### src/hdl/assert_macros.svh
// Assertion macros shared by the RTL of the command frame parser.
// Depends on nothing; define NO_ASSERTIONS to compile them away.
`ifndef ASSERT_MACROS_SVH
`define ASSERT_MACROS_SVH
`ifndef NO_ASSERTIONS
`define ASSERT_IMPLIES(label, clk, rst_n, cond, prop) \
    label: assert property (@(posedge clk) disable iff (!rst_n) (cond) |-> (prop)) \
        else $error("assertion failed");
`define ASSERT_NEXT(label, clk, rst_n, cond, prop) \
    label: assert property (@(posedge clk) disable iff (!rst_n) (cond) |=> (prop)) \
        else $error("assertion failed");
`else
`define ASSERT_IMPLIES(label, clk, rst_n, cond, prop)
`define ASSERT_NEXT(label, clk, rst_n, cond, prop)
`endif
`endif

### src/hdl/scfp_pkg.sv
// Types and constants of the serial command frame parser.
// Used by every module of the block; depends on nothing.
package scfp_pkg;

    localparam int BYTE_W = 8;

    typedef enum logic [1:0] {
        ST_OK   = 2'd0,
        ST_CSUM = 2'd1,
        ST_OVFL = 2'd2
    } status_t;

    typedef enum logic [2:0] {
        PH_WAIT,
        PH_LEN,
        PH_INSTR,
        PH_COLLECT,
        PH_CHECK
    } phase_t;

    typedef enum logic [1:0] {
        B_IDLE,
        B_READ,
        B_SEND
    } bphase_t;

    // One finished frame, handed from the parser to the result sequencer.
    typedef struct packed {
        status_t             status;
        logic [BYTE_W-1:0]   instruction;
        logic [BYTE_W-1:0]   frame_length;
        logic [BYTE_W-1:0]   count;
        logic                bank;
    } cmd_t;

    // Parameter store write request.
    typedef struct packed {
        logic                en;
        logic                bank;
        logic [BYTE_W-1:0]   idx;
        logic [BYTE_W-1:0]   data;
    } pwr_t;

    // Sequencer has finished the run that read a bank.
    typedef struct packed {
        logic valid;
        logic bank;
    } done_t;

    // Sequencer status, for checking bank ownership.
    typedef struct packed {
        logic active;
        logic bank;
    } bstat_t;

endpackage

### src/hdl/scfp_queue.sv
// Two-entry command queue between the frame parser and the result sequencer.
// Depends on scfp_pkg for the command type.
module scfp_queue
    import scfp_pkg::*;
(
    input  logic clk,
    input  logic rst_n,
    input  logic push,
    input  cmd_t push_cmd,
    input  logic pop,
    output cmd_t head,
    output logic empty,
    output logic full
);

    cmd_t       entry_reg [0:1];
    logic       wr_ptr_reg;
    logic       wr_ptr_next;
    logic       rd_ptr_reg;
    logic       rd_ptr_next;
    logic [1:0] count_reg;
    logic [1:0] count_next;

    assign empty = (count_reg == 2'd0);
    assign full  = (count_reg == 2'd2);
    assign head  = entry_reg[rd_ptr_reg];

    always_comb
    begin
        wr_ptr_next = wr_ptr_reg;
        rd_ptr_next = rd_ptr_reg;
        count_next  = count_reg;
        if (push && !full)
        begin
            wr_ptr_next = ~wr_ptr_reg;
        end
        if (pop && !empty)
        begin
            rd_ptr_next = ~rd_ptr_reg;
        end
        case ({push && !full, pop && !empty})
            2'b10:   count_next = count_reg + 2'd1;
            2'b01:   count_next = count_reg - 2'd1;
            default: count_next = count_reg;
        endcase
    end

    always_ff @(posedge clk or negedge rst_n)
    begin
        if (!rst_n)
        begin
            wr_ptr_reg <= 1'b0;
            rd_ptr_reg <= 1'b0;
            count_reg  <= 2'd0;
        end
        else
        begin
            wr_ptr_reg <= wr_ptr_next;
            rd_ptr_reg <= rd_ptr_next;
            count_reg  <= count_next;
        end
    end

    always_ff @(posedge clk)
    begin
        if (push && !full)
        begin
            entry_reg[wr_ptr_reg] <= push_cmd;
        end
    end

endmodule

### src/hdl/scfp_front.sv
// Frame parser: takes received bytes, tracks the frame, writes parameters
// into the banked store and queues one command per finished frame.
// Depends on scfp_pkg.
module scfp_front
    import scfp_pkg::*;
#(
    parameter int MAX_PARAMS = 64
)
(
    input  logic              clk,
    input  logic              rst_n,
    input  logic              cfg_wr_en,
    input  logic [BYTE_W-1:0] cfg_wr_data,
    input  logic              s_tvalid,
    output logic              s_tready,
    input  logic [BYTE_W-1:0] s_tdata,
    output logic              q_push,
    output cmd_t              q_cmd,
    input  logic              q_full,
    output pwr_t              pwr,
    input  done_t             done
);

    localparam logic [BYTE_W-1:0] MAX_CNT = BYTE_W'(MAX_PARAMS);

    phase_t            phase_reg;
    phase_t            phase_next;
    logic [BYTE_W-1:0] header_reg;
    logic [BYTE_W-1:0] len_reg;
    logic [BYTE_W-1:0] len_next;
    logic [BYTE_W-1:0] instr_reg;
    logic [BYTE_W-1:0] instr_next;
    logic [BYTE_W-1:0] cnt_reg;
    logic [BYTE_W-1:0] cnt_next;
    logic [BYTE_W-1:0] sum_reg;
    logic [BYTE_W-1:0] sum_next;
    logic              ovf_reg;
    logic              ovf_next;
    logic              bank_reg;
    logic              bank_next;
    logic [1:0]        busy_reg;
    logic [1:0]        busy_next;
    logic              accept;
    logic [BYTE_W:0]   cnt_inc;
    logic [BYTE_W:0]   params_due;

    assign accept     = s_tvalid && s_tready;
    assign cnt_inc    = {1'b0, cnt_reg} + 9'd1;
    assign params_due = {1'b0, len_reg} - 9'd2;

    always_comb
    begin
        phase_next = phase_reg;
        len_next   = len_reg;
        instr_next = instr_reg;
        cnt_next   = cnt_reg;
        sum_next   = sum_reg;
        ovf_next   = ovf_reg;
        bank_next  = bank_reg;
        busy_next  = busy_reg;
        q_push     = 1'b0;
        q_cmd      = '{status: ST_OK, instruction: instr_reg, frame_length: len_reg,
                       count: cnt_reg, bank: bank_reg};
        pwr        = '{en: 1'b0, bank: bank_reg, idx: cnt_reg, data: s_tdata};
        s_tready   = 1'b1;

        // Do not overwrite a bank that the sequencer still drains, and do not
        // finish a frame while the queue has no room.
        unique case (phase_reg)
            PH_COLLECT: s_tready = !busy_reg[bank_reg];
            PH_CHECK:   s_tready = !q_full;
            default:    s_tready = 1'b1;
        endcase

        if (done.valid)
        begin
            busy_next[done.bank] = 1'b0;
        end

        if (accept)
        begin
            unique case (phase_reg)
                PH_WAIT:
                begin
                    if (s_tdata == header_reg)
                    begin
                        phase_next = PH_LEN;
                    end
                end
                PH_LEN:
                begin
                    len_next   = s_tdata;
                    sum_next   = s_tdata;
                    phase_next = PH_INSTR;
                end
                PH_INSTR:
                begin
                    instr_next = s_tdata;
                    sum_next   = sum_reg + s_tdata;
                    cnt_next   = '0;
                    ovf_next   = 1'b0;
                    phase_next = (len_reg > 8'd2) ? PH_COLLECT : PH_CHECK;
                end
                PH_COLLECT:
                begin
                    if (cnt_reg < MAX_CNT)
                    begin
                        pwr.en = 1'b1;
                    end
                    else
                    begin
                        ovf_next = 1'b1;
                    end
                    cnt_next = cnt_inc[BYTE_W-1:0];
                    sum_next = sum_reg + s_tdata;
                    if (cnt_inc >= params_due)
                    begin
                        phase_next = PH_CHECK;
                    end
                end
                PH_CHECK:
                begin
                    q_push = 1'b1;
                    if (~sum_reg != s_tdata)
                    begin
                        q_cmd.status = ST_CSUM;
                    end
                    else if (ovf_reg)
                    begin
                        q_cmd.status = ST_OVFL;
                    end
                    else if (cnt_reg != '0)
                    begin
                        // The run reads this bank; the next frame uses the other.
                        busy_next[bank_reg] = 1'b1;
                        bank_next           = ~bank_reg;
                    end
                    phase_next = PH_WAIT;
                end
                default:
                begin
                    phase_next = PH_WAIT;
                end
            endcase
        end
    end

    always_ff @(posedge clk or negedge rst_n)
    begin
        if (!rst_n)
        begin
            phase_reg  <= PH_WAIT;
            header_reg <= 8'hFF;
            len_reg    <= '0;
            instr_reg  <= '0;
            cnt_reg    <= '0;
            sum_reg    <= '0;
            ovf_reg    <= 1'b0;
            bank_reg   <= 1'b0;
            busy_reg   <= 2'b00;
        end
        else
        begin
            phase_reg <= phase_next;
            if (cfg_wr_en)
            begin
                header_reg <= cfg_wr_data;
            end
            len_reg   <= len_next;
            instr_reg <= instr_next;
            cnt_reg   <= cnt_next;
            sum_reg   <= sum_next;
            ovf_reg   <= ovf_next;
            bank_reg  <= bank_next;
            busy_reg  <= busy_next;
        end
    end

endmodule

### src/hdl/scfp_back.sv
// Result sequencer: pops frame commands, reads the banked parameter store
// and sends one result per parameter, or a single result.
// Depends on scfp_pkg.
module scfp_back
    import scfp_pkg::*;
#(
    parameter int MAX_PARAMS = 64
)
(
    input  logic        clk,
    input  logic        rst_n,
    input  cmd_t        q_head,
    input  logic        q_empty,
    output logic        q_pop,
    input  pwr_t        pwr,
    output done_t       done,
    output bstat_t      bstat,
    output logic        m_tvalid,
    input  logic        m_tready,
    output logic [31:0] m_tdata,
    output logic [2:0]  m_tuser,
    output logic        m_tlast
);

    localparam int IDX_W = (MAX_PARAMS > 1) ? $clog2(MAX_PARAMS) : 1;

    logic [BYTE_W-1:0] mem [0:1][0:MAX_PARAMS-1];

    bphase_t           state_reg;
    bphase_t           state_next;
    cmd_t              cmd_reg;
    cmd_t              cmd_next;
    logic [BYTE_W-1:0] k_reg;
    logic [BYTE_W-1:0] k_next;
    logic              present_reg;
    logic              present_next;
    logic              last_reg;
    logic              last_next;
    logic [BYTE_W-1:0] rd_data_reg;
    logic              rd_en;
    logic              rd_bank;
    logic [BYTE_W-1:0] rd_idx;
    logic [BYTE_W:0]   k_after;
    logic [BYTE_W-1:0] param_byte;

    assign k_after    = {1'b0, k_reg} + 9'd2;
    assign param_byte = present_reg ? rd_data_reg : '0;

    assign m_tvalid = (state_reg == B_SEND);
    assign m_tlast  = last_reg;
    // tdata from bit 0: instruction[7:0], frame_length[15:8], param_index[21:16],
    // param_byte[29:22], zero pad. tuser from bit 0: status[1:0], param_present[2].
    assign m_tdata  = {2'd0, param_byte, k_reg[5:0], cmd_reg.frame_length,
                       cmd_reg.instruction};
    assign m_tuser  = {present_reg, cmd_reg.status};

    assign bstat.active = (state_reg != B_IDLE) && present_reg;
    assign bstat.bank   = cmd_reg.bank;

    always_comb
    begin
        state_next   = state_reg;
        cmd_next     = cmd_reg;
        k_next       = k_reg;
        present_next = present_reg;
        last_next    = last_reg;
        q_pop        = 1'b0;
        rd_en        = 1'b0;
        rd_bank      = cmd_reg.bank;
        rd_idx       = k_reg;
        done         = '{valid: 1'b0, bank: cmd_reg.bank};

        unique case (state_reg)
            B_IDLE:
            begin
                if (!q_empty)
                begin
                    q_pop    = 1'b1;
                    cmd_next = q_head;
                    k_next   = '0;
                    if (q_head.status == ST_OK && q_head.count != '0)
                    begin
                        present_next = 1'b1;
                        last_next    = (q_head.count == 8'd1);
                        rd_en        = 1'b1;
                        rd_bank      = q_head.bank;
                        rd_idx       = '0;
                        state_next   = B_READ;
                    end
                    else
                    begin
                        present_next = 1'b0;
                        last_next    = 1'b1;
                        state_next   = B_SEND;
                    end
                end
            end
            B_READ:
            begin
                state_next = B_SEND;
            end
            B_SEND:
            begin
                if (m_tready)
                begin
                    if (last_reg)
                    begin
                        done.valid = present_reg;
                        state_next = B_IDLE;
                    end
                    else
                    begin
                        k_next     = k_reg + 8'd1;
                        rd_en      = 1'b1;
                        rd_idx     = k_reg + 8'd1;
                        last_next  = (k_after == {1'b0, cmd_reg.count});
                        state_next = B_READ;
                    end
                end
            end
            default:
            begin
                state_next = B_IDLE;
            end
        endcase
    end

    always_ff @(posedge clk or negedge rst_n)
    begin
        if (!rst_n)
        begin
            state_reg   <= B_IDLE;
            present_reg <= 1'b0;
            last_reg    <= 1'b0;
            k_reg       <= '0;
        end
        else
        begin
            state_reg   <= state_next;
            present_reg <= present_next;
            last_reg    <= last_next;
            k_reg       <= k_next;
        end
    end

    always_ff @(posedge clk)
    begin
        cmd_reg <= cmd_next;
    end

    always_ff @(posedge clk)
    begin
        if (pwr.en)
        begin
            mem[pwr.bank][pwr.idx[IDX_W-1:0]] <= pwr.data;
        end
        if (rd_en)
        begin
            rd_data_reg <= mem[rd_bank][rd_idx[IDX_W-1:0]];
        end
    end

endmodule

### src/hdl/serial_command_frame_parser.sv
// Serial command frame parser, top level: front parser, command queue and
// result sequencer. Depends on scfp_pkg and assert_macros.svh.
//
// Takes one received byte per request and looks for frames of the form
// header, length, instruction, length minus two parameters, checksum. The
// parser takes a byte every cycle; it holds off input only while a frame's
// parameter bytes arrive for a store bank whose run is still queued or being
// sent, or when a frame ends while the two-entry command queue is full.
// Parameters are kept in two banks of MAX_PARAMS bytes so one frame can be
// parsed while the previous one drains. Each finished frame gives one result,
// or one result per stored parameter; for each stored parameter the sequencer
// first reads the parameter store and then presents the result. No clearing
// pass runs after reset.
module serial_command_frame_parser
    import scfp_pkg::*;
#(
    parameter int MAX_PARAMS = 64
)
(
    input  logic        clk,
    input  logic        rst_n,
    input  logic        cfg_wr_en,
    input  logic [7:0]  cfg_wr_data,   // header_value
    input  logic        s_tvalid,
    output logic        s_tready,
    input  logic [7:0]  s_tdata,       // rx_byte[7:0]
    output logic        m_tvalid,
    input  logic        m_tready,
    output logic [31:0] m_tdata,       // instruction, frame_length, param_index,
                                       // param_byte
    output logic [2:0]  m_tuser,       // status, param_present
    output logic        m_tlast
);

`include "assert_macros.svh"

    logic   q_push;
    cmd_t   q_cmd;
    logic   q_full;
    logic   q_empty;
    logic   q_pop;
    cmd_t   q_head;
    pwr_t   pwr;
    done_t  done;
    bstat_t bstat;

    scfp_front #(
        .MAX_PARAMS (MAX_PARAMS)
    ) u_front (
        .clk         (clk),
        .rst_n       (rst_n),
        .cfg_wr_en   (cfg_wr_en),
        .cfg_wr_data (cfg_wr_data),
        .s_tvalid    (s_tvalid),
        .s_tready    (s_tready),
        .s_tdata     (s_tdata),
        .q_push      (q_push),
        .q_cmd       (q_cmd),
        .q_full      (q_full),
        .pwr         (pwr),
        .done        (done)
    );

    scfp_queue u_queue (
        .clk      (clk),
        .rst_n    (rst_n),
        .push     (q_push),
        .push_cmd (q_cmd),
        .pop      (q_pop),
        .head     (q_head),
        .empty    (q_empty),
        .full     (q_full)
    );

    scfp_back #(
        .MAX_PARAMS (MAX_PARAMS)
    ) u_back (
        .clk      (clk),
        .rst_n    (rst_n),
        .q_head   (q_head),
        .q_empty  (q_empty),
        .q_pop    (q_pop),
        .pwr      (pwr),
        .done     (done),
        .bstat    (bstat),
        .m_tvalid (m_tvalid),
        .m_tready (m_tready),
        .m_tdata  (m_tdata),
        .m_tuser  (m_tuser),
        .m_tlast  (m_tlast)
    );

    // A frame never finishes into a full queue.
    `ASSERT_IMPLIES(a_push_room, clk, rst_n, q_push, !q_full)
    // The parser never writes the bank the sequencer is reading.
    `ASSERT_IMPLIES(a_bank_owner, clk, rst_n, pwr.en, !(bstat.active && (bstat.bank == pwr.bank)))
    // After the last result of a run the sequencer goes back to idle.
    `ASSERT_NEXT(a_run_end, clk, rst_n, m_tvalid && m_tready && m_tlast, !m_tvalid)

endmodule
### config.mk
export PLATFORM = sky130hd
export DESIGN_NAME = serial_command_frame_parser
export DESIGN_NICKNAME = d
export VERILOG_FILES = /design/src/hdl/scfp_pkg.sv /design/src/hdl/scfp_queue.sv /design/src/hdl/scfp_front.sv /design/src/hdl/scfp_back.sv /design/src/hdl/serial_command_frame_parser.sv
export VERILOG_INCLUDE_DIRS = /design/src /design/src/hdl
export SDC_FILE = /design/constraint.sdc
export NUM_CORES = 2
export LEC_CHECK = 0
export BUFFER_PORTS_ARGS = -buffer_cell sky130_fd_sc_hd__buf_4
export CELL_PAD_IN_SITES_DETAIL_PLACEMENT = 1
export CELL_PAD_IN_SITES_GLOBAL_PLACEMENT = 1
export CORE_ASPECT_RATIO = 1.25
export CORE_MARGIN = 4
export CORE_UTILIZATION = 57
export CTS_CLUSTER_SIZE = 16
export DETAILED_ROUTE_END_ITERATION = 6
export PLACE_DENSITY = 0.93
export SLEW_MARGIN = 25
export SYNTH_ARGS = -nofsm -noshare
export SYNTH_HDL_FRONTEND = slang
export SYNTH_SLANG_ARGS = --single-unit
### constraint.sdc
create_clock -name clk -period 7.07 [get_ports clk]
set_input_delay 1.0605 -clock clk [delete_from_list [all_inputs] [get_ports clk]]
set_output_delay 1.0605 -clock clk [all_outputs]
set_load 0.01 [all_outputs]
==> out/results.txt <==
status: finished clean
largest cells by area after synthesis: edfxtp_1 (69%), mux2i_1 (4.3%), nand2_1 (4.2%)
DP Wirelength: 92,100 um
clk root buf: clkbuf_16
Max VDD drop: 0.360 mV
clk buf depth: 3
Post-CTS Hold Buffers: 0
post-DR vias/cell: 7.51
Hold WC Path Type: primary input to asynchronous set/reset pin
Tot GR Track Use: 0.393
area leader, netlist: edfxtp_1
DRC: 0
Clk Latency, worst-skew pair: 730 ps
Reg clk slew, reported paths: 70 ps
cell internal pwr: 13.4 mW
critical path type: flop to flop
WP data arrival: 6510 ps
Synth async-reset ratio: 0.0536
#FFs+latches synth: 1,176
initial antenna violation count: 8
Port Buffer Count: 56
max reg flops: 1,024
endpoints failing setup: 0
worst-path cell chain: buf_4 > nor4b_1 > o21ba_2 > a21o_4 > buf_4 > mux2_8 > buf_12 > a21oi_1 > a221oi_1 > a31oi_1 > o21ai_0 > nand3_1 > nand3_1
core area: 0.0841 mm^2
Seq pwr share: 0.384
max_cap viols: 0
Clock Sinks: 1,176
sw power: 7.96 mW
H-tree depth: 3
Required @ worst endpoint: 7630 ps
EDFF count, synth: 1,113
total routed wirelength: 176,000 um
most frequent cells in the layout: edfxtp_1 (1,113), nand2_1 (533), mux2i_1 (207)
GR Util met2: 0.630
Most Crowded Layer GR: met2
Max Fclk: 168 MHz
number of CTS-inserted buffers: 108
cell area after synthesis: 0.0483 mm^2
synth unique cells: 74
Post-Syn Instances: 3,454
startpoint types: flop
total power: 21.4 mW
layout cells sized above 1: 0.102
Remaining Overflow, GRT: 0
setup TNS: 0 ps
sequential fraction of the synthesis area: 0.726
RSZ-0062 raised after global routing: false
CTS resizes: 0
drt wl/cell: 38.0 um
IO Pins: 59
Tcrit/Tclk final: 0.842
top-area cell type share of the netlist area: 0.693
average size of a mapped cell: 14.0 um^2
crit end category: flop
Logic pwr share: 0.325
Slew Limit Headroom: 0.248
commonest non-fill, non-tap cell in the layout: edfxtp_1
drt pass-1 iters: 6
Die X: 268 um
largest net degree at the start of global routing: 157
die span in y: 333 um
met1 Track Usage GR: 0.456
top_reg_cell synth: edfxtp_1
drt initial violations: 6,205
GR Util met3: 0.105
routed vias: 34.7k
Nets: 3,483
Cell Pwr Density: 402 mW/mm^2
final hold vios: 0
minimum clock period: 5950 ps
Worst path slowest cell: mux2_8
Starting Density: 0.574
YS warnings: 0
area of the die: 0.0894 mm^2
Post-CTS Setup Inserts: 0
worst slew pin tran: 1120 ps
Sw Share: 0.372
Final Wtd Congestion: 0.882
skew final: 53.3 ps
Layout Area Growth over Synthesis: 10.2%
first-pass GRT wire length: 254,000 um
CTS tree: done
leakage: 17.8 nW
vias in the first global route: 35.9k
Clk network pwr share: 0.291
CP Max Fanout: 131
highest cell delay on the worst timing path: 830 ps
ANT nets after route: 0
Slew Limit Fails: 0
row cnt: 119
[worst max-delay path: cells and delay by family (launching register included)]
kind	cells	cell delay (ps)
compound gates	6	2050
buf+inv	3	1270
simple gates	3	1140
mux	1	830
flops	1	370
[stage by stage]
stage	hold slack (ps)	instances	setup slack (ps)	utilization	instance area (um^2)
2_1_floorplan	438	3455	3390	-	48300
3_3_place_gp	446	4417	1960	0.589	49500
3_5_place_dp	463	4417	1750	0.589	49500
4_1_cts	490	4618	1410	0.632	53100
5_1_grt	489	4619	1120	0.632	53200
6_report	470	4623	1120	0.632	53200
[logic make-up after synthesis]
logic type	synth area share
DFF	0.726
and+or+nand+nor	0.103
AOI/OAI and AO/OA	0.0766
muxes	0.0565
buffers and inverters	0.0251
xor gates and xnor gates	0.00726
adders and majority gates	0.00612
other	0.0000777
[final cells by class]
cell class	count	area [um^2]
antenna	4	10.0
clock buffer	135	2840
inverter	20	75.1
multi-input combinational	2017	12100
fill	7446	30900
sequential	1176	35000
tap	1089	1360
clock inverter	66	751
timing repair buffer	116	995
[worst paths after layout]
| kind | cells after the start | start | slack, ps | endpoint |
|---|---|---|---|---|
| setup reg to reg | 13 | u_queue.rd_ptr_reg$_DFFE_PN0P_ | 1120 | u_back.rd_data_reg[7]$_DFFE_PP_ |
| hold / removal | 1 | rst_n | 470 | u_front.instr_reg[7]$_DFFE_PN0P_ |
| max in group asynchronous | 1 | rst_n | 5970 | u_back.k_reg[4]$_DFFE_PN0P_ |
| min in group clk | 0 | u_front.instr_reg[7]$_DFFE_PN0P_ | 500 | u_queue.entry_reg[1][24]$_DFFE_PP_ |
| hold reg to reg | 0 | u_front.instr_reg[7]$_DFFE_PN0P_ | 500 | u_queue.entry_reg[1][24]$_DFFE_PP_ |
| setup / recovery | 13 | u_queue.rd_ptr_reg$_DFFE_PN0P_ | 1120 | u_back.rd_data_reg[7]$_DFFE_PP_ |
[synthesized netlist by cell type (3+ instances only)]
cell type  number
o221ai_1       14
or4_1           6
xnor2_1        30
a211oi_1      120
edfxtp_1     1113
buf_4          36
buf_1          22
nand2b_1        4
a21oi_1       147
nor2_1        174
ha_1           22
and2_1         11
and3_1         62
dfrtp_1        55
nor4_1         18
or2_2           4
nor3_1         76
nand2_1       535
nand3_1       201
inv_1          20
dfstp_2         8
o31ai_1         9
mux2_2         54
a221oi_1       22
o22ai_1        13
clkbuf_1      115
a21o_1         15
a31oi_1        75
o211ai_1        4
buf_2          68
a22o_1         12
or3_1           3
nor2b_1         8
nand4_1        13
o21ai_0        63
xor2_1         10
a22oi_1        33
mux2i_1       207
a41oi_1         6
a2111oi_0       4
[power by group through the flow]
stage	Clock [mW]	Sequential (mW)	Combinational, mW
after floorplan	0	8.19	4.30
after global placement	0	8.28	5.80
after detailed placement	0	8.31	6.21
after CTS	6.16	8.19	6.66
after global routing	6.47	8.21	7.12
final	6.22	8.21	6.95
[per-layer routing]
layer,part of all wire,wire length [um]
met1,0.31,54600
met2,0.47,83200
met3,0.12,20300
met5,0.00082,144
met4,0.10,17500
No activity file was read; power rests on OpenSTA's default activity.
